<file path="src/rtl/core/beg_pkg.sv">
`timescale 1ns / 1ps
// ----------------------------------------------------------------------------
// beg_pkg
// Shared types, widths and codes of the battery energy gauge.
// ----------------------------------------------------------------------------
package beg_pkg;

	// field widths
	localparam int CurW    = 16;
	localparam int PowW    = 24;
	localparam int ScaleW  = 16;
	localparam int CapW    = 20;
	localparam int EnergyW = 48;
	localparam int FracW   = 24;
	localparam int FullW   = CapW + FracW;
	localparam int ProdW   = PowW + ScaleW;
	localparam int PctW    = 7;
	localparam int QuotW   = 7;
	localparam int NumW    = FullW + QuotW;
	localparam int CfgW    = CapW;

	// configuration register indexes
	localparam logic CFG_FULL_CAP   = 1'b0;
	localparam logic CFG_STEP_SCALE = 1'b1;

	localparam logic [CapW-1:0]   FULL_CAP_RST   = CapW'(200000);
	localparam logic [ScaleW-1:0] STEP_SCALE_RST = ScaleW'(2359);

	// current at or below -100 mA counts as charging
	localparam logic signed [CurW-1:0] CHARGE_THRESHOLD = -16'sd334;

	localparam logic [PctW-1:0] PCT_MIN = 7'd1;
	localparam logic [PctW-1:0] PCT_MAX = 7'd100;

	localparam logic signed [EnergyW-1:0] ENERGY_MAX = {1'b0, {(EnergyW-1){1'b1}}};
	localparam logic signed [EnergyW-1:0] ENERGY_MIN = {1'b1, {(EnergyW-1){1'b0}}};

	typedef enum logic [1:0] {
		GS_OK    = 2'd0,
		GS_CHG   = 2'd1,
		GS_EOC   = 2'd2,
		GS_FAULT = 2'd3
	} gauge_state_t;

	typedef enum logic [2:0] {
		ST_IDLE,
		ST_MUL,
		ST_UPD,
		ST_PCT,
		ST_DIV,
		ST_DONE
	} fsm_t;

endpackage

</file>
<file path="src/rtl/core/beg_mul.sv">
`timescale 1ns / 1ps
// ----------------------------------------------------------------------------
// beg_mul
// Serial multiplier: one bit of the scale per cycle, msb first.
// ----------------------------------------------------------------------------
module beg_mul (
	input  logic                             clk,
	input  logic                             arst_n,
	input  logic                             start,
	input  logic [beg_pkg::PowW-1:0]         mcand,
	input  logic [beg_pkg::ScaleW-1:0]       mplr,
	output logic                             done,
	output logic [beg_pkg::ProdW-1:0]        prod
);

	logic                             busy_q;
	logic                             done_q;
	logic [$clog2(beg_pkg::ScaleW)-1:0] cnt_q;
	logic [beg_pkg::ProdW-1:0]        acc_q;
	logic [beg_pkg::PowW-1:0]         mcand_q;
	logic [beg_pkg::ScaleW-1:0]       mplr_q;
	logic [beg_pkg::ProdW-1:0]        addend;

	assign addend = mplr_q[beg_pkg::ScaleW-1] ?
		{{beg_pkg::ScaleW{1'b0}}, mcand_q} : '0;

	always_ff @(posedge clk or negedge arst_n) begin
		if (!arst_n) begin
			busy_q <= 1'b0;
			done_q <= 1'b0;
			cnt_q  <= '0;
		end else begin
			done_q <= 1'b0;
			if (start) begin
				busy_q <= 1'b1;
				cnt_q  <= '0;
			end else if (busy_q) begin
				cnt_q <= cnt_q + 1'b1;
				if (cnt_q == $clog2(beg_pkg::ScaleW)'(beg_pkg::ScaleW - 1)) begin
					busy_q <= 1'b0;
					done_q <= 1'b1;
				end
			end
		end
	end

	always_ff @(posedge clk) begin
		if (start) begin
			acc_q   <= '0;
			mcand_q <= mcand;
			mplr_q  <= mplr;
		end else if (busy_q) begin
			acc_q  <= {acc_q[beg_pkg::ProdW-2:0], 1'b0} + addend;
			mplr_q <= {mplr_q[beg_pkg::ScaleW-2:0], 1'b0};
		end
	end

	assign done = done_q;
	assign prod = acc_q;

endmodule

</file>
<file path="src/rtl/core/beg_div.sv">
`timescale 1ns / 1ps
// ----------------------------------------------------------------------------
// beg_div
// Restoring divider for the percent: floor(energy * 100 / full), one
// quotient bit per cycle.
// ----------------------------------------------------------------------------
module beg_div (
	input  logic                         clk,
	input  logic                         arst_n,
	input  logic                         start,
	input  logic [beg_pkg::FullW-1:0]    energy,
	input  logic [beg_pkg::FullW-1:0]    full,
	output logic                         done,
	output logic [beg_pkg::QuotW-1:0]    quot
);

	logic                                 busy_q;
	logic                                 done_q;
	logic [$clog2(beg_pkg::QuotW)-1:0]    cnt_q;
	logic [beg_pkg::NumW-1:0]             rem_q;
	logic [beg_pkg::NumW-1:0]             den_q;
	logic [beg_pkg::QuotW-1:0]            quot_q;
	logic [beg_pkg::NumW-1:0]             num100;
	logic                                 ge;

	// energy * 100 = energy * (64 + 32 + 4)
	assign num100 = {energy, 6'b0}
		+ {1'b0, energy, 5'b0}
		+ {4'b0, energy, 2'b0} + {1'b0, {beg_pkg::NumW-1{1'b0}}};

	assign ge = (rem_q >= den_q);

	always_ff @(posedge clk or negedge arst_n) begin
		if (!arst_n) begin
			busy_q <= 1'b0;
			done_q <= 1'b0;
			cnt_q  <= '0;
		end else begin
			done_q <= 1'b0;
			if (start) begin
				busy_q <= 1'b1;
				cnt_q  <= '0;
			end else if (busy_q) begin
				cnt_q <= cnt_q + 1'b1;
				if (cnt_q == $clog2(beg_pkg::QuotW)'(beg_pkg::QuotW - 1)) begin
					busy_q <= 1'b0;
					done_q <= 1'b1;
				end
			end
		end
	end

	always_ff @(posedge clk) begin
		if (start) begin
			rem_q  <= num100;
			den_q  <= {1'b0, full, {(beg_pkg::QuotW-1){1'b0}}};
			quot_q <= '0;
		end else if (busy_q) begin
			if (ge) begin
				rem_q <= rem_q - den_q;
			end
			den_q  <= {1'b0, den_q[beg_pkg::NumW-1:1]};
			quot_q <= {quot_q[beg_pkg::QuotW-2:0], ge};
		end
	end

	assign done = done_q;
	assign quot = quot_q;

endmodule

</file>
<file path="src/rtl/core/battery_energy_gauge.sv">
`timescale 1ns / 1ps
// ----------------------------------------------------------------------------
// battery_energy_gauge
// Coulomb counting fuel gauge. Each request carries a current and a power
// reading; the gauge adds or subtracts power times the step scale to the
// remaining energy (2^-24 mWh units, saturating 48-bit signed), tracks the
// discharge, charge, end-of-charge and fault states and reports the charge
// percent 1..100. One request is worked on at a time: after a request is
// taken, the bit-serial step multiplier, the energy update, the restoring
// percent divider and the output register follow in turn. The next request
// is taken as soon as the previous result sits in the output register.
// ----------------------------------------------------------------------------
module battery_energy_gauge (
	input  logic        clk,
	input  logic        arst_n,
	input  logic        cfg_we,
	input  logic        cfg_index,
	input  logic [19:0] cfg_data,
	input  logic        s_tvalid,
	output logic        s_tready,
	// [15:0] current_raw, [39:16] power_raw, [40] store_enable,
	// [41] battery_fault, [47:42] zero
	input  logic [47:0] s_tdata,
	output logic        m_tvalid,
	input  logic        m_tready,
	// [6:0] charge_percent, [8:7] battery_state, [56:9] remaining_energy,
	// [57] store_request, [63:58] zero
	output logic [63:0] m_tdata
);

	beg_pkg::fsm_t state_q, state_nxt;

	logic [beg_pkg::CapW-1:0]           fcap_q;
	logic [beg_pkg::ScaleW-1:0]         scale_q;
	logic signed [beg_pkg::EnergyW-1:0] energy_q;
	beg_pkg::gauge_state_t              gstate_q;
	logic                               lastneg_q;

	logic signed [beg_pkg::CurW-1:0]    cur_q;
	logic                               store_en_q;
	logic                               fault_q;
	logic                               store_req_q;

	logic                               m_tvalid_q;
	logic [beg_pkg::PctW-1:0]           pct_q;
	beg_pkg::gauge_state_t              out_state_q;
	logic [beg_pkg::EnergyW-1:0]        out_energy_q;
	logic                               out_store_q;

	logic                               accept;
	logic                               mul_start, mul_done;
	logic                               upd_en, div_start, div_done, out_load;
	logic [beg_pkg::ProdW-1:0]          prod;
	logic [beg_pkg::QuotW-1:0]          quot;

	logic [beg_pkg::FullW-1:0]          full_w;
	logic [23:0]                        fcap10;
	logic [beg_pkg::EnergyW-1:0]        full10;
	logic                               below_limit;
	logic                               is_dis, is_chg, is_eoc;
	beg_pkg::gauge_state_t              st0, gstate_nxt;
	logic signed [beg_pkg::EnergyW:0]   sum;
	logic signed [beg_pkg::EnergyW-1:0] sat, energy_nxt;
	logic                               store_nxt;
	logic                               e_pos, e_lt_full;
	logic [beg_pkg::PctW-1:0]           pct_nxt;

	assign accept = s_tvalid && s_tready;

	// next state
	always_comb begin
		state_nxt = state_q;
		case (state_q)
			beg_pkg::ST_IDLE: if (accept) state_nxt = beg_pkg::ST_MUL;
			beg_pkg::ST_MUL:  if (mul_done) state_nxt = beg_pkg::ST_UPD;
			beg_pkg::ST_UPD:  state_nxt = beg_pkg::ST_PCT;
			beg_pkg::ST_PCT:  state_nxt = beg_pkg::ST_DIV;
			beg_pkg::ST_DIV:  if (div_done) state_nxt = beg_pkg::ST_DONE;
			beg_pkg::ST_DONE: if (!m_tvalid_q || m_tready) state_nxt = beg_pkg::ST_IDLE;
			default:          state_nxt = beg_pkg::ST_IDLE;
		endcase
	end

	// fsm outputs
	always_comb begin
		s_tready  = (state_q == beg_pkg::ST_IDLE);
		mul_start = (state_q == beg_pkg::ST_IDLE) && s_tvalid;
		upd_en    = (state_q == beg_pkg::ST_UPD);
		div_start = (state_q == beg_pkg::ST_PCT);
		out_load  = (state_q == beg_pkg::ST_DONE) && (!m_tvalid_q || m_tready);
	end

	always_ff @(posedge clk or negedge arst_n) begin
		if (!arst_n) begin
			state_q <= beg_pkg::ST_IDLE;
		end else begin
			state_q <= state_nxt;
		end
	end

	always_ff @(posedge clk or negedge arst_n) begin
		if (!arst_n) begin
			fcap_q  <= beg_pkg::FULL_CAP_RST;
			scale_q <= beg_pkg::STEP_SCALE_RST;
		end else if (cfg_we) begin
			case (cfg_index)
				beg_pkg::CFG_FULL_CAP:   fcap_q  <= cfg_data;
				beg_pkg::CFG_STEP_SCALE: scale_q <= cfg_data[beg_pkg::ScaleW-1:0];
				default: ;
			endcase
		end
	end

	always_ff @(posedge clk) begin
		if (accept) begin
			cur_q      <= s_tdata[15:0];
			store_en_q <= s_tdata[40];
			fault_q    <= s_tdata[41];
		end
	end

	beg_mul u_mul (
		.clk    (clk),
		.arst_n (arst_n),
		.start  (mul_start),
		.mcand  (s_tdata[39:16]),
		.mplr   (scale_q),
		.done   (mul_done),
		.prod   (prod)
	);

	// energy and state update
	assign full_w = {fcap_q, {beg_pkg::FracW{1'b0}}};
	assign fcap10 = {4'b0, fcap_q} * 24'd10;
	assign full10 = {fcap10, {beg_pkg::FracW{1'b0}}};
	assign below_limit = energy_q[beg_pkg::EnergyW-1]
		|| ({1'b0, energy_q[beg_pkg::EnergyW-2:0]} < full10);

	always_comb begin
		st0 = fault_q ? beg_pkg::GS_FAULT
			: (gstate_q == beg_pkg::GS_FAULT ? beg_pkg::GS_OK : gstate_q);
		is_dis = !cur_q[beg_pkg::CurW-1] && (cur_q != '0);
		is_chg = (cur_q <= beg_pkg::CHARGE_THRESHOLD);
		is_eoc = !is_dis && !is_chg && store_en_q && (st0 != beg_pkg::GS_EOC) && lastneg_q;

		if (is_dis) begin
			sum = {energy_q[beg_pkg::EnergyW-1], energy_q} - {9'b0, prod};
		end else begin
			sum = {energy_q[beg_pkg::EnergyW-1], energy_q} + {9'b0, prod};
		end
		if (sum[beg_pkg::EnergyW] != sum[beg_pkg::EnergyW-1]) begin
			sat = sum[beg_pkg::EnergyW] ? beg_pkg::ENERGY_MIN : beg_pkg::ENERGY_MAX;
		end else begin
			sat = sum[beg_pkg::EnergyW-1:0];
		end

		energy_nxt = energy_q;
		gstate_nxt = st0;
		store_nxt  = 1'b0;
		if (is_dis || is_chg) begin
			if (st0 != beg_pkg::GS_FAULT) begin
				gstate_nxt = is_dis ? beg_pkg::GS_OK : beg_pkg::GS_CHG;
			end
			if (below_limit) begin
				energy_nxt = sat;
			end
			store_nxt = store_en_q;
		end else if (is_eoc) begin
			energy_nxt = {4'b0, full_w};
			gstate_nxt = beg_pkg::GS_EOC;
			store_nxt  = 1'b1;
		end
	end

	always_ff @(posedge clk or negedge arst_n) begin
		if (!arst_n) begin
			energy_q  <= '0;
			gstate_q  <= beg_pkg::GS_OK;
			lastneg_q <= 1'b0;
		end else if (upd_en) begin
			energy_q  <= energy_nxt;
			gstate_q  <= gstate_nxt;
			lastneg_q <= cur_q[beg_pkg::CurW-1];
		end
	end

	always_ff @(posedge clk) begin
		if (upd_en) begin
			store_req_q <= store_nxt;
		end
	end

	beg_div u_div (
		.clk    (clk),
		.arst_n (arst_n),
		.start  (div_start),
		.energy (energy_q[beg_pkg::FullW-1:0]),
		.full   (full_w),
		.done   (div_done),
		.quot   (quot)
	);

	// percent: divider result only used for 0 < energy < full
	assign e_pos     = !energy_q[beg_pkg::EnergyW-1] && (energy_q != '0);
	assign e_lt_full = energy_q[beg_pkg::EnergyW-1]
		|| (energy_q[beg_pkg::EnergyW-2:0] < {3'b0, full_w});

	always_comb begin
		if (e_pos && e_lt_full) begin
			pct_nxt = quot + 1'b1;
		end else if (!e_lt_full) begin
			pct_nxt = beg_pkg::PCT_MAX;
		end else begin
			pct_nxt = beg_pkg::PCT_MIN;
		end
	end

	always_ff @(posedge clk or negedge arst_n) begin
		if (!arst_n) begin
			m_tvalid_q <= 1'b0;
		end else if (out_load) begin
			m_tvalid_q <= 1'b1;
		end else if (m_tready) begin
			m_tvalid_q <= 1'b0;
		end
	end

	always_ff @(posedge clk) begin
		if (out_load) begin
			pct_q        <= pct_nxt;
			out_state_q  <= gstate_q;
			out_energy_q <= energy_q;
			out_store_q  <= store_req_q;
		end
	end

	assign m_tvalid = m_tvalid_q;
	assign m_tdata  = {6'b0, out_store_q, out_energy_q, out_state_q, pct_q};

	// the serial units only finish in the state that waits for them
	a_mul_done_in_mul: assert property (@(posedge clk) disable iff (!arst_n)
		mul_done |-> state_q == beg_pkg::ST_MUL)
		else $error("multiplier finished outside its wait state");

	a_div_done_in_div: assert property (@(posedge clk) disable iff (!arst_n)
		div_done |-> state_q == beg_pkg::ST_DIV)
		else $error("divider finished outside its wait state");

	a_pct_range: assert property (@(posedge clk) disable iff (!arst_n)
		m_tvalid_q |-> (pct_q >= beg_pkg::PCT_MIN) && (pct_q <= beg_pkg::PCT_MAX))
		else $error("charge percent out of range");

	a_eoc_store: assert property (@(posedge clk) disable iff (!arst_n)
		upd_en && is_eoc |=> gstate_q == beg_pkg::GS_EOC && store_req_q)
		else $error("end of charge without store request");

endmodule
</file>
<file path="config.mk">
export PLATFORM = sky130hd
export DESIGN_NAME = battery_energy_gauge
export DESIGN_NICKNAME = d
export VERILOG_FILES = /design/src/rtl/core/beg_pkg.sv /design/src/rtl/core/beg_mul.sv /design/src/rtl/core/beg_div.sv /design/src/rtl/core/battery_energy_gauge.sv
export SDC_FILE = /design/constraint.sdc
export NUM_CORES = 1
export LEC_CHECK = 0
export BUFFER_PORTS_ARGS = -buffer_cell sky130_fd_sc_hd__buf_2
export CAP_MARGIN = 10
export CORE_ASPECT_RATIO = 1.25
export CORE_UTILIZATION = 24
export DETAILED_ROUTE_END_ITERATION = 10
export PLACE_DENSITY_LB_ADDON = 0.12
export SETUP_SLACK_MARGIN = 0.3
export SYNTH_ARGS = -nofsm -noshare
export SYNTH_HDL_FRONTEND = slang
export SYNTH_HIERARCHICAL = 1
export SYNTH_SLANG_ARGS = --single-unit
export TNS_END_PERCENT = 30
</file>
<file path="constraint.sdc">
create_clock -name clk -period 17.3 [get_ports clk]
set_input_delay 2.595 -clock clk [delete_from_list [all_inputs] [get_ports clk]]
set_output_delay 2.595 -clock clk [all_outputs]
set_load 0.02 [all_outputs]
</file>
# Yosys cells after proc, flatten, opt, wreduce, memory -nomap -nowiden
# Cells that the tools add are included.
[classes]
n_lt_le_gt_ge = 4
n_reduce_logical = 31
eq_ne = 16
n_bitwise = 1
multipliers = 1
mux = 47
n_addsub = 9
[op_table]
columns = ["op", "n"]
rows = [
  ["2-to-1 mux 48 bit", 5],
  ["2-to-1 mux 51 bit", 3],
  ["2-to-1 mux 50 bit", 2],
  ["adder 50 x 49 -> 51 bit", 1],
  ["adder 51 x 46 -> 51 bit", 1],
  ["greater-or-equal comparator 51 x 50 -> 1 bit", 1],
  ["subtractor 51 x 50 -> 51 bit", 1],
  ["adder 48 x 41 -> 49 bit", 1],
  ["2-to-1 mux 49 bit", 1],
  ["subtractor 48 x 41 -> 49 bit", 1],
  ["< comparator 47 x 48 -> 1 bit", 1],
  ["nonzero test 48 bit", 1],
  ["< comparator 47 x 44 -> 1 bit", 1],
  ["adder 40 bit", 1],
  ["2-to-1 mux 16 bit", 2],
  ["2-to-1 mux 24 bit", 1],
  ["multiplier 20 x 3 -> 23 bit, second input constant", 1],
  ["2-to-1 mux 3 bit", 6],
  ["case mux 3 bit (6 select lines)", 1],
  ["2-to-1 mux 1 bit", 17],
  ["<= comparator 16 x 10 -> 1 bit, second input constant", 1],
  ["nonzero test 16 bit", 1],
  ["2-to-1 mux 7 bit", 2],
  ["2-to-1 mux 2 bit", 5],
  ["21 further kinds", 51],
]
[totals]
in_bits = 74
regBits = 367

# Longest topological paths before layout
# Gate-level depths: netlist of run 1.
[depth]
ltp_word = 9
mapped_depth = 24
mapped_depth_nobuf = 23

# By module
# The synthesis of run 1 kept the hierarchy.
[modules_own_cells]
columns = ["module", "area_per_inst_um2", "cells_each", "seq_area_each_um2", "n_inst"]
rows = [
  ["battery_energy_gauge", 12234.2, 1290, 4605.7, 1],
  ["beg_div", 10934.2, 1245, 3238.1, 1],
  ["beg_mul", 4785.8, 487, 2152.1, 1],
]

# Least setup slack after synthesis of run 1
# No wires, ideal clock.
[synth_path]
path_kind = "register to register"
startpoint = "register u_div/rem_q[2] (netlist bit)"
endpoint = "register u_div/rem_q[0] (netlist bit) (enable)"
setup_ns = 0.538
setup_slack_ns = 10.742
required_ns = 16.762
stages_incl_launch_ff = 12
path_buffers = 0
t_arrival_ns = 6.020
cell_sequence = "edfxtp_1 -> ha_1 -> o211ai_1 -> a21oi_1 -> o211ai_1 -> a31oi_1 -> o211ai_1 -> o311ai_2 -> nand2_2 -> o21ai_2 -> a31oi_1 -> a21boi_0"
[synth_between]
elab_chain_cells = 3
[synth_rtl]
columns = ["item", "line_no", "text"]
rows = [
  ["start: declaration", "beg_div.sv:20", "logic [beg_pkg::NumW-1:0] rem_q;"],
  ["start signal: assignment", "beg_div.sv:55", "rem_q <= num100;"],
  ["start signal: assignment", "beg_div.sv:60", "rem_q <= rem_q - den_q;"],
  ["greater-or-equal comparator 51 x 50 -> 1 bit", "beg_div.sv:31", "assign ge = (rem_q >= den_q);"],
  ["nonzero test 2 bit (no source line)", "--", ""],
  ["AND reduction 2 bit (no source line)", "--", ""],
]
# No other way between the ends.
# A chain may end at the register's enable or synchronous reset.

# Worst setup path after layout of run 1
[layout_path]
startpoint = "register fcap_q[3] (netlist bit)"
endpoint = "register energy_q[38] (netlist bit)"
[layout_between]
elab_chain_cells = 5
[layout_rtl]
columns = ["item", "line_no", "text"]
rows = [
  ["start: declaration", "battery_energy_gauge.sv:33", "logic [beg_pkg::CapW-1:0] fcap_q;"],
  ["start signal: assignment", "battery_energy_gauge.sv:103", "fcap_q <= beg_pkg::FULL_CAP_RST;"],
  ["start signal: assignment", "battery_energy_gauge.sv:107", "beg_pkg::CFG_FULL_CAP: fcap_q <= cfg_data;"],
  ["multiplier 20 x 3 -> 23 bit", "battery_energy_gauge.sv:134", "assign fcap10 = {4'b0, fcap_q} * 24'd10;"],
  ["< comparator 47 x 48 -> 1 bit", "battery_energy_gauge.sv:137", "|| ({1'b0, energy_q[beg_pkg::EnergyW-2:0]} < full10);"],
  ["logical OR 1 bit", "battery_energy_gauge.sv:137", ""],
  ["inequality test 2 bit (no source line)", "--", ""],
  ["AND reduction 3 bit (no source line)", "--", ""],
  ["end signal: assignment", "battery_energy_gauge.sv:181", "energy_q <= energy_nxt;"],
  ["end: declaration", "battery_energy_gauge.sv:35", "logic signed [beg_pkg::EnergyW-1:0] energy_q;"],
]
# No other way between the ends.

==> results of run 1 <==
-- registers in the layout, summed over array words and instances, names as in the netlist, 2 cells and up --
signal	flops
cur_q	16
u_mul/mplr_q	16
u_mul/prod	40
u_div/rem_q	51
gstate_q	2
u_mul/cnt_q	4
out_state_q	2
pct_q	7
state_q	3
fcap_q	20
u_div/den_q	50
u_mul/mcand_q	24
energy_q	48
u_div/quot	7
u_div/cnt_q	3
scale_q	16
out_energy_q	48
-- power by group --
group          total [mW]  internal, mW  leakage [nW]  switching, mW
sequential          0.951         0.934          3.22         0.0175
combinational       0.151        0.0656          9.56         0.0853
clock                1.06         0.626         0.813          0.430
total                2.16          1.63          13.6          0.532
-- through the flow --
step / power [mW] / instances
3_3_place_gp: 1.121 / 4641
6_report: 2.158 / 4734
2_1_floorplan: 1.069 / 3051
4_1_cts: 2.208 / 4733
5_1_grt: 2.254 / 4733
3_5_place_dp: 1.120 / 4641
-- per-layer routing --
metal | vias up | part of all wire (%)
met3 | 110 | 3.2
met5 | - | 0.028
met4 | 4 | 2.3
met1 | 10328 | 46
met2 | 301 | 49
li1 | 11181 | -
-- cells in the final DEF, fill, tap and decap left out, types with 31 or more instances in the layout --
cell type  count
dfrtp_1       88
dfxtp_1       53
a21oi_1      242
ha_1         250
inv_1        126
buf_2        126
nand2_1      380
nor2_1       204
xnor2_1      109
a21o_1        97
nand3_1       52
xor2_1       109
mux2_2        33
mux2i_1       31
edfxtp_1     212
and2_1        39
o21ai_0      239
fa_1          45
nor3_1        50
clkbuf_16     53
-- path summary, 6_finish.rpt --
| kind | startpoint | endpoint | slack (ps) |
|---|---|---|---|
| max | fcap_q[3] | energy_q[38] | 10950 |
| min | store_req_q | out_store_q | 420 |
| max reg2reg | fcap_q[3] | energy_q[38] | 10950 |
| min reg2reg | store_req_q | out_store_q | 420 |
| max in group asynchronous | arst_n | energy_q[3] | 14000 |
| min in group asynchronous | arst_n | fcap_q[19] | 2040 |
-- area by class of cell --
class	instances	area, um^2	area share [%]
Clock inverter	21	211.5	0.6624
Clock buffer	71	1444	4.523
Inverter	127	476.7	1.493
Sequential cell	367	9997	31.32
Antenna cell	1	2.502	0.007839
Tap cell	1551	1941	6.079
Timing Repair Buffer	154	840.8	2.634
Multi-Input combinational cell	2442	17010	53.28
-- critical path: cells and delay by family, from the launching register on --
family	cells	cell delay (ps)
AOI/OAI and AO/OA	13	3140
xor gates and xnor gates	1	160
adders and majority gates	4	1230
buffers and inverters	2	830
DFF	1	460
and+or+nand+nor	4	380
-- logic make-up (layout without fill, tap and decap cells) --
kind of cell / Yosys count / after routing
AND/OR/NAND/NOR: 946 / 946
AO/OA/AOI/OAI: 887 / 887
flip-flops: 367 / 367
adder cells (fa/ha/maj): 296 / 296
buffers and inverters: 242 / 373
XOR/XNOR: 219 / 219
multiplexers: 64 / 64
other: 1 / 31
==> results.sh, run 1 <==
export IMPL_status="completed"
export IMPL_num_vias=21924
export IMPL_fp_row_count=139
export IMPL_place_ws_ps=10950
export IMPL_p_per_area_nw_per_um2=67.61
export IMPL_cts_tree="yes"
export IMPL_synthTopCellsByCount="380 x nand2_1, 250 x ha_1, 242 x a21oi_1"
export IMPL_root_buffer="clkbuf_16"
export IMPL_die_h_um=383.6
export IMPL_synth_adder_area_share_pct=14.45
export IMPL_ctsResizeCount=0
export IMPL_layout_setup_ws_ps=10950
export IMPL_fmax_mhz=157.5
export IMPL_dpl_cell_area_um2=30260
export IMPL_criticalPathCategory="flop to flop"
export IMPL_synth_simple_area_share_pct=16.07
export IMPL_synth_area_top_cells="edfxtp_1 23%, ha_1 11%, dfrtp_1 8.0%"
export IMPL_synthArstFlopShare_pct=27.79
export IMPL_fin_crit_sh_pct=36.71
export IMPL_worstPathMaxFanout=38
export IMPL_path_cells="ha_1 > ha_1 > fa_1 > a21o_1 > a21o_1 > a21o_1 > o311a_1 > o31a_1 > o41a_1 > nand4_1 > nand4b_1 > a21oi_1 > xnor2_1 > ha_1 > nand2_1 > nor3_1 > a221oi_1 > o31ai_1 > o211ai_1 > o21ai_2 > buf_4 > inv_1 > o22ai_1 > a211oi_1"
export IMPL_yosysSeqAreaShare_pct=35.76
export IMPL_synth_top_family_by_area="compound AO/OA/AOI/OAI gates"
export IMPL_synth_cell_types=123
export IMPL_synth_top_area_share_pct=22.77
export IMPL_busiest_layer="met2"
export IMPL_muxShareOfSynthArea_pct=2.439
export IMPL_drc_errors=0
export IMPL_fin_area_um2=31920
export IMPL_overflow=0
export IMPL_clock_path_buffers=3
export IMPL_clk_pin_slew_ps=60
export IMPL_grt_usage_pct=14.92
export IMPL_postRouteAntennaNets=0
export IMPL_critPathArrivalTime_ps=6870
export IMPL_die_area_um2=117900
export IMPL_core_um2=115100
export IMPL_end_kind="flop"
export IMPL_numCtsBuffers=49
export IMPL_hpwl_mm=67.22
export IMPL_clock_sinks=367
export IMPL_final_util_pct=27.73
export IMPL_clk_latency_ps=640
export IMPL_tightest_slew_ps=999.8
export IMPL_hp_class="flop to flop"
export IMPL_drv_slew=0
export IMPL_postCtsHoldBufs=0
export IMPL_synthFlopType="edfxtp_1"
export IMPL_r2r_cells=24
export IMPL_whs_path_depth=0
export IMPL_worstSetupStartpointType="flop"
export IMPL_met3_usage_pct=2.058
export IMPL_start_util_pct=24.28
export IMPL_cp_slowest_cell="inv_1"
export IMPL_grt_pass1_vias=22463
export IMPL_use_met2_pct=26.08
export IMPL_synth_edf_count=212
export IMPL_syn_cell_area_um2=27950
export IMPL_dr_pass1_iters=5
export IMPL_cts_max_level=2
export IMPL_critPathMaxStageDelay_ps=540
export IMPL_grt_antenna_before_repair=5
export IMPL_nets=3510
export IMPL_finalSetupViolCount=0
export IMPL_syn_inst=3022
export IMPL_yosysWarnings=6
export IMPL_ios=140
export IMPL_port_buffers=127
export IMPL_grt_pass1_wl_mm=136.0
export IMPL_worstPathRequired_ps=17820
export IMPL_avgSynthCellArea_um2=9.250
export IMPL_area_delta_synth_final_pct=14.19
export IMPL_grt_max_degree=89
export IMPL_ir_worst_vdd_mv=0.05940
export IMPL_skew_ps=34.27
export IMPL_routedWlPerCell_um=18.69
export IMPL_maxCapViolations=0
export IMPL_fillers=12542
export IMPL_rsz0062_at_grt="false"
export IMPL_fin_crit_ps=6351
export IMPL_setup_tns_ps=0
export IMPL_synth_most_common_cell="nand2_1"
export IMPL_gp_congestion=0.8285
export IMPL_wl_mm=88.48
export IMPL_postCtsSetupRepairBufs=0
export IMPL_maxSlewHeadroom_pct=33.34
export IMPL_synth_compound_area_share_pct=20.38
export IMPL_first_iter_violations=1169
export IMPL_synth_xor_area_share_pct=6.929
export IMPL_grtUsageMet1_pct=19.08
export IMPL_whs_ps=419.4
export IMPL_drive_above_1_share_pct=12.51
export IMPL_synth_top_cell_by_area="edfxtp_1"
export IMPL_dieWidth_um=307.3
export IMPL_hold_violations=0
export IMPL_p_leak_nw=13.59
export IMPL_synth_ff_latch_count=367
export IMPL_detail_route_vias_per_cell=4.631
Note: power is estimated with default switching activity, not from simulation.
==> run 2, diff against run 1 <==
ABC_AREA = 1   (was unset)
clock period = 6.35 ns   (was 17.3 ns; I/O delays follow)
==> results.sh, run 2 <==
export IMPL_numCtsBuffers=51
export IMPL_worstPathMaxFanout=29
export IMPL_routedWlPerCell_um=18.14
export IMPL_cts_max_level=2
export IMPL_setup_tns_ps=0
export IMPL_grt_usage_pct=17.77
export IMPL_maxCapViolations=0
export IMPL_synth_top_family_by_area="simple AND/OR/NAND/NOR gates"
export IMPL_nets=5238
export IMPL_grt_max_degree=67
export IMPL_die_h_um=412.0
export IMPL_drive_above_1_share_pct=9.222
export IMPL_synth_top_cell_by_area="edfxtp_1"
export IMPL_clk_latency_ps=650
export IMPL_fin_crit_ps=5031
export IMPL_grt_pass1_wl_mm=182.7
export IMPL_detail_route_vias_per_cell=4.478
export IMPL_synthFlopType="edfxtp_1"
export IMPL_switchingPower_mw=3.417
export IMPL_hpwl_mm=98.68
export IMPL_fin_total_pwr_mw=8.830
export IMPL_grt_antenna_before_repair=3
export IMPL_yosysSeqAreaShare_pct=30.97
export IMPL_synth_compound_area_share_pct=10.05
export IMPL_gp_congestion=0.8922
export IMPL_largestRegisters="u_div/rem_q x51, u_div/den_q x50"
export IMPL_p_per_area_nw_per_um2=240.7
export IMPL_clock_sinks=367
export IMPL_worstPathRequired_ps=6880
export IMPL_end_kind="flop"
export IMPL_n_antenna_cell=0
export IMPL_wl_mm=120.8
export IMPL_largest_register_ffs=51
export IMPL_cts_tree="yes"
export IMPL_regMostFlops="u_div/rem_q"
export IMPL_mostFrequentLayoutCells="1563 x nand2_1, 691 x inv_1, 372 x nor2_1, 303 x nand3_1, 250 x ha_1"
export IMPL_overflow=0
export IMPL_p_leak_nw=18.98
export IMPL_synth_most_common_cell="nand2_1"
export IMPL_finalSetupViolCount=0
export IMPL_clk_pin_slew_ps=60
export IMPL_syn_inst=4706
export IMPL_area_delta_synth_final_pct=13.66
export IMPL_fin_crit_sh_pct=79.23
export IMPL_grt_pass1_vias=30346
export IMPL_fmax_mhz=198.8
export IMPL_hold_violations=0
export IMPL_num_vias=29823
export IMPL_hp_class="input pin to async pin"
export IMPL_worstSetupStartpointType="flop"
export IMPL_synth_top_area_share_pct=19.72
export IMPL_cp_slowest_cell="nand2_2"
export IMPL_postRouteAntennaNets=0
export IMPL_syn_cell_area_um2=32280
export IMPL_rsz0062_at_grt="false"
export IMPL_core_um2=133600
export IMPL_fp_row_count=150
export IMPL_synth_ff_latch_count=367
export IMPL_drc_errors=0
export IMPL_pwr_share_clk_pct=33.9
export IMPL_root_buffer="clkbuf_16"
export IMPL_swShare_pct=38.70
export IMPL_first_iter_violations=1468
export IMPL_synth_xor_area_share_pct=2.849
export IMPL_drv_slew=0
export IMPL_synth_cell_types=65
export IMPL_synth_adder_area_share_pct=12.48
export IMPL_combPwrFrac_pct=31.8
export IMPL_maxSlewHeadroom_pct=25.17
export IMPL_dieWidth_um=330.0
export IMPL_start_util_pct=24.16
export IMPL_status="completed"
export IMPL_power_internal_mw=5.413
export IMPL_synth_simple_area_share_pct=33.60
export IMPL_synthTopCellsByCount="1564 x nand2_1, 692 x inv_1, 376 x nor2_1"
export IMPL_criticalPathCategory="flop to flop"
export IMPL_critPathArrivalTime_ps=5560
export IMPL_synthArstFlopShare_pct=27.79
export IMPL_synth_edf_count=212
export IMPL_ir_worst_vdd_mv=0.2034
export IMPL_layout_commonest_cell="nand2_1"
export IMPL_yosysWarnings=6
export IMPL_postCtsHoldBufs=0
export IMPL_ctsResizeCount=0
export IMPL_die_area_um2=136000
export IMPL_muxShareOfSynthArea_pct=0
export IMPL_synth_area_top_cells="edfxtp_1 20%, nand2_1 18%, ha_1 9.7%"
export IMPL_critPathMaxStageDelay_ps=450
export IMPL_tightest_slew_ps=1120
export IMPL_timing_critical_path_mode_cell="nand2_1"
export IMPL_postCtsSetupRepairBufs=0
export IMPL_ios=140
export IMPL_avgSynthCellArea_um2=6.859
export IMPL_seq_power_share_pct=34.4
export IMPL_clock_path_buffers=3
export IMPL_dr_pass1_iters=5
export IMPL_port_buffers=127
export IMPL_skew_ps=27.85
==> run 2: changes by cell type in the layout (fill, tap and decap cells not counted), moves of 57 or more <==
cell	delta
xnor2_1	-57
nand3_1	+251
inv_1	+565
nand2_2	+59
nor2_1	+168
nand2_1	+1183
a21o_1	-88
==> run 2: power groups by stage <==
stage | Sequential (mW) | Clock, mW | Combinational, mW
finish | 3.03 | 2.99 | 2.80
global route | 3.07 | 3.19 | 3.20
CTS | 3.04 | 3.11 | 2.84
detailed placement | 3.09 | 0 | 2.83
global placement | 3.09 | 0 | 2.82
floorplan | 2.94 | 0 | 2.10
==> run 2: through the flow <==
stage	hold WS, ps	utilization [%]	cells	cell area [um^2]	setup slack, ps
after floorplan	400.3	-	4735	32390	2234
after global placement	448.6	26.18	6564	34990	1351
after detailed placement	454.2	26.18	6564	34990	1321
after CTS	298.6	27.46	6660	36690	1267
after global routing	324.7	27.46	6660	36690	699.7
final	298.2	27.46	6660	36690	1319
==> run 2: logic make-up (layout without fill, tap and decap cells) <==
kind of cell	count (synthesis)	after routing
AND/OR/NAND/NOR	2542	2542
buffers and inverters	808	985
AO/OA/AOI/OAI	588	588
flip-flops	367	367
adder cells (fa/ha/maj)	295	295
XOR/XNOR	105	105
other	1	30
==> run 2: final timing paths <==
check | from | to | slack (ps) | depth (start not counted)
worst max-delay path | u_mul/prod[2] | energy_q[14] | 1320 | 30
worst min-delay path | arst_n | u_div/cnt_q[2] | 300 | 1
min in group clk | u_div/den_q[0] | u_div/den_q[0] | 460 | 2
worst max register to register | u_mul/prod[2] | energy_q[14] | 1320 | 30
worst min register to register | u_div/den_q[0] | u_div/den_q[0] | 460 | 2
max in group asynchronous | arst_n | u_mul/busy_q | 4760 | 2
==> run 2: metal layers <==
metal	vias up	part of all wire (%)	global-route usage, %
met5	-	0	0
met4	0	2.8	4.926
met3	143	2.4	1.794
met2	366	51	33.07
met1	13828	43	21.36
li1	15486	-	-
==> run 2: final cells by class <==
type                            instances  area (um^2)
Multi-Input combinational cell       3560        19180
Clock inverter                         31        325.3
Timing Repair Buffer                  160        885.9
Tap cell                             1748         2187
Fill cell                           15029        96940
Sequential cell                       367         9996
Clock buffer                           65         1379
Inverter                              729         2739
==> run 2: critical path: cells and delay by family (launching register included) <==
| kind | cells | cell delay [ps] |
|---|---|---|
| adder cells (fa/ha/maj) | 1 | 370 |
| flip-flops | 1 | 360 |
| AND/OR/NAND/NOR | 24 | 3240 |
| AO/OA/AOI/OAI | 1 | 360 |
| buffers and inverters | 4 | 550 |
==> run 3, diff against run 2 <==
ABC_AREA = 0   (was 1)
clock period = 4.9 ns   (was 6.35 ns; I/O delays follow)
==> results.sh, run 3 (same netlist as run 1, synthesis figures left out) <==
export IMPL_r2r_start="fcap_q[3]"
export IMPL_clock_sinks=367
export IMPL_worstPathMaxFanout=5
export IMPL_whs_ps=75.22
export IMPL_fmax_mhz=188.1
export IMPL_drc_errors=0
export IMPL_numCtsBuffers=47
export IMPL_num_vias=22823
export IMPL_routedWlPerCell_um=19.15
export IMPL_drive_above_1_share_pct=17.62
export IMPL_criticalPathCategory="flop to flop"
export IMPL_critPathArrivalTime_ps=5810
export IMPL_start_util_pct=24.28
export IMPL_cts_max_level=2
export IMPL_first_iter_violations=1268
export IMPL_fin_crit_ps=5318
export IMPL_fin_crit_sh_pct=108.5
export IMPL_clk_pin_slew_ps=70
export IMPL_grt_pass1_vias=23749
export IMPL_finalSetupViolCount=48
export IMPL_layout_setup_ws_ps=-417.6
export IMPL_dr_pass1_iters=5
export IMPL_detail_route_vias_per_cell=4.668
export IMPL_grt_usage_pct=15.68
export IMPL_status="finished with violations"
export IMPL_ir_worst_vdd_mv=0.2819
export IMPL_gp_congestion=0.8667
export IMPL_end_kind="flop"
export IMPL_r2r_slack_ps=-420
export IMPL_regMostFlops="u_div/rem_q"
export IMPL_hpwl_mm=72.89
export IMPL_hold_violations=0
export IMPL_worstPathRequired_ps=5390
export IMPL_postCtsHoldBufs=0
export IMPL_overflow=0
export IMPL_port_buffers=127
export IMPL_cts_tree="yes"
export IMPL_clk_latency_ps=630
export IMPL_violations="setup timing"
export IMPL_p_leak_nw=14.48
export IMPL_setup_tns_ps=-16640
export IMPL_die_area_um2=117900
export IMPL_place_ws_ps=-661.1
export IMPL_nets=3667
export IMPL_grt_antenna_before_repair=1
export IMPL_area_delta_synth_final_pct=19.87
export IMPL_grt_pass1_wl_mm=143.1
export IMPL_core_um2=115100
export IMPL_tightest_slew_ps=1191
export IMPL_largest_register_ffs=51
export IMPL_skew_ps=28.81
export IMPL_ios=140
export IMPL_clock_path_buffers=3
export IMPL_postRouteAntennaNets=0
export IMPL_r2r_cells=25
export IMPL_wl_mm=93.62
export IMPL_dieWidth_um=307.3
export IMPL_r2r_end="energy_q[15]"
export IMPL_largestRegisters="u_div/rem_q x51, u_div/den_q x50"
export IMPL_grt_max_degree=66
export IMPL_root_buffer="clkbuf_16"
export IMPL_die_h_um=383.6
export IMPL_finalNonFillerCells=4889
export IMPL_rsz0062_at_grt="true"
export IMPL_maxSlewHeadroom_pct=20.59
export IMPL_worstSetupStartpointType="flop"
export IMPL_fp_row_count=139
export IMPL_maxCapViolations=0
export IMPL_p_per_area_nw_per_um2=233.2
export IMPL_mostFrequentLayoutCells="372 x nand2_1, 249 x ha_1, 238 x a21oi_1, 237 x o21ai_0, 212 x edfxtp_1"
export IMPL_layout_commonest_cell="nand2_1"
export IMPL_drv_slew=0
export IMPL_place_inst=4780
export IMPL_hp_class="input pin to async pin"
==> run 3: cell count changes in the layout (fill, tap and decap cells not counted), moves of 88 or more <==
cell and change:
buf_4 +133, nor2_1 -169, inv_1 -567, a21o_1 +88, nand3_1 -252, nand2_1 -1191
==> run 3: timing repair <==
action | 4_1_cts | 5_1_grt
setup buffers | 10 | 4
cloned | 0 | 6
setup endpoints to repair | 49 | 50
resized for setup | 19 | 32
pin swaps | 8 | 20
==> run 3: worst max-delay path by stage <==
stage / start / end / slack [ps] / depth (start not counted)
2_1_floorplan: fcap_q[3] / energy_q[34] / -220 / 24
3_3_place_gp: fcap_q[3] / energy_q[43] / -680 / 23
3_5_place_dp: fcap_q[3] / energy_q[43] / -660 / 24
4_1_cts: fcap_q[3] / energy_q[38] / -300 / 26
5_1_grt: fcap_q[1] / energy_q[0] / -670 / 27
6_report: fcap_q[3] / energy_q[15] / -420 / 25
==> run 3: critical path: stages (launching register included) <==
cell and delay (ps):
dfrtp_1 380, ha_1 300, ha_2 200, fa_2 340
a21o_1 170, a21o_1 190, a21o_1 200, o311a_1 300
o31a_1 260, o41a_1 360, buf_4 150, nand4_1 80
nand4b_1 120, a21oi_2 200, xnor2_2 140, ha_1 290
nand2_2 120, nor3_4 50, a221oi_2 210, o31ai_1 120
o211ai_1 180, buf_4 180, o21ai_4 70, buf_4 190
buf_4 160, a22o_1 220
==> run 3: final cells by class <==
type                            instances  area [um^2]
Fill cell                           12417        81620
Multi-Input combinational cell       2442        17170
Sequential cell                       367         9997
Timing Repair Buffer                  313         2251
Tap cell                             1551         1941
Clock buffer                           61         1344
Inverter                              127        479.2
Clock inverter                         27        325.3
Antenna cell                            1        2.502
==> run 3: where the power goes <==
part	switching, mW	internal [mW]	total [mW]
clock network	1.55	2.27	3.81
registers	0.0359	3.30	3.33
logic	0.368	0.303	0.671
total	1.95	5.86	7.82
==> run 3: metrics by stage <==
stage | total power, mW | instance area, um^2 | utilization, %
floorplan | 3.775 | 28070 | -
global placement | 4.030 | 31420 | 27.29
detailed placement | 4.024 | 31420 | 27.29
CTS | 7.963 | 33230 | 28.86
global route | 8.144 | 33510 | 29.10
finish | 7.815 | 33510 | 29.11
==> run 3: layer usage <==
metal	part of all wire (%)	up-vias	GRT usage [%]
met4	2.8	0	4.763
met5	0	-	0
met1	45	10873	19.71
met2	50	326	27.98
li1	-	11517	-
met3	2.7	107	1.611
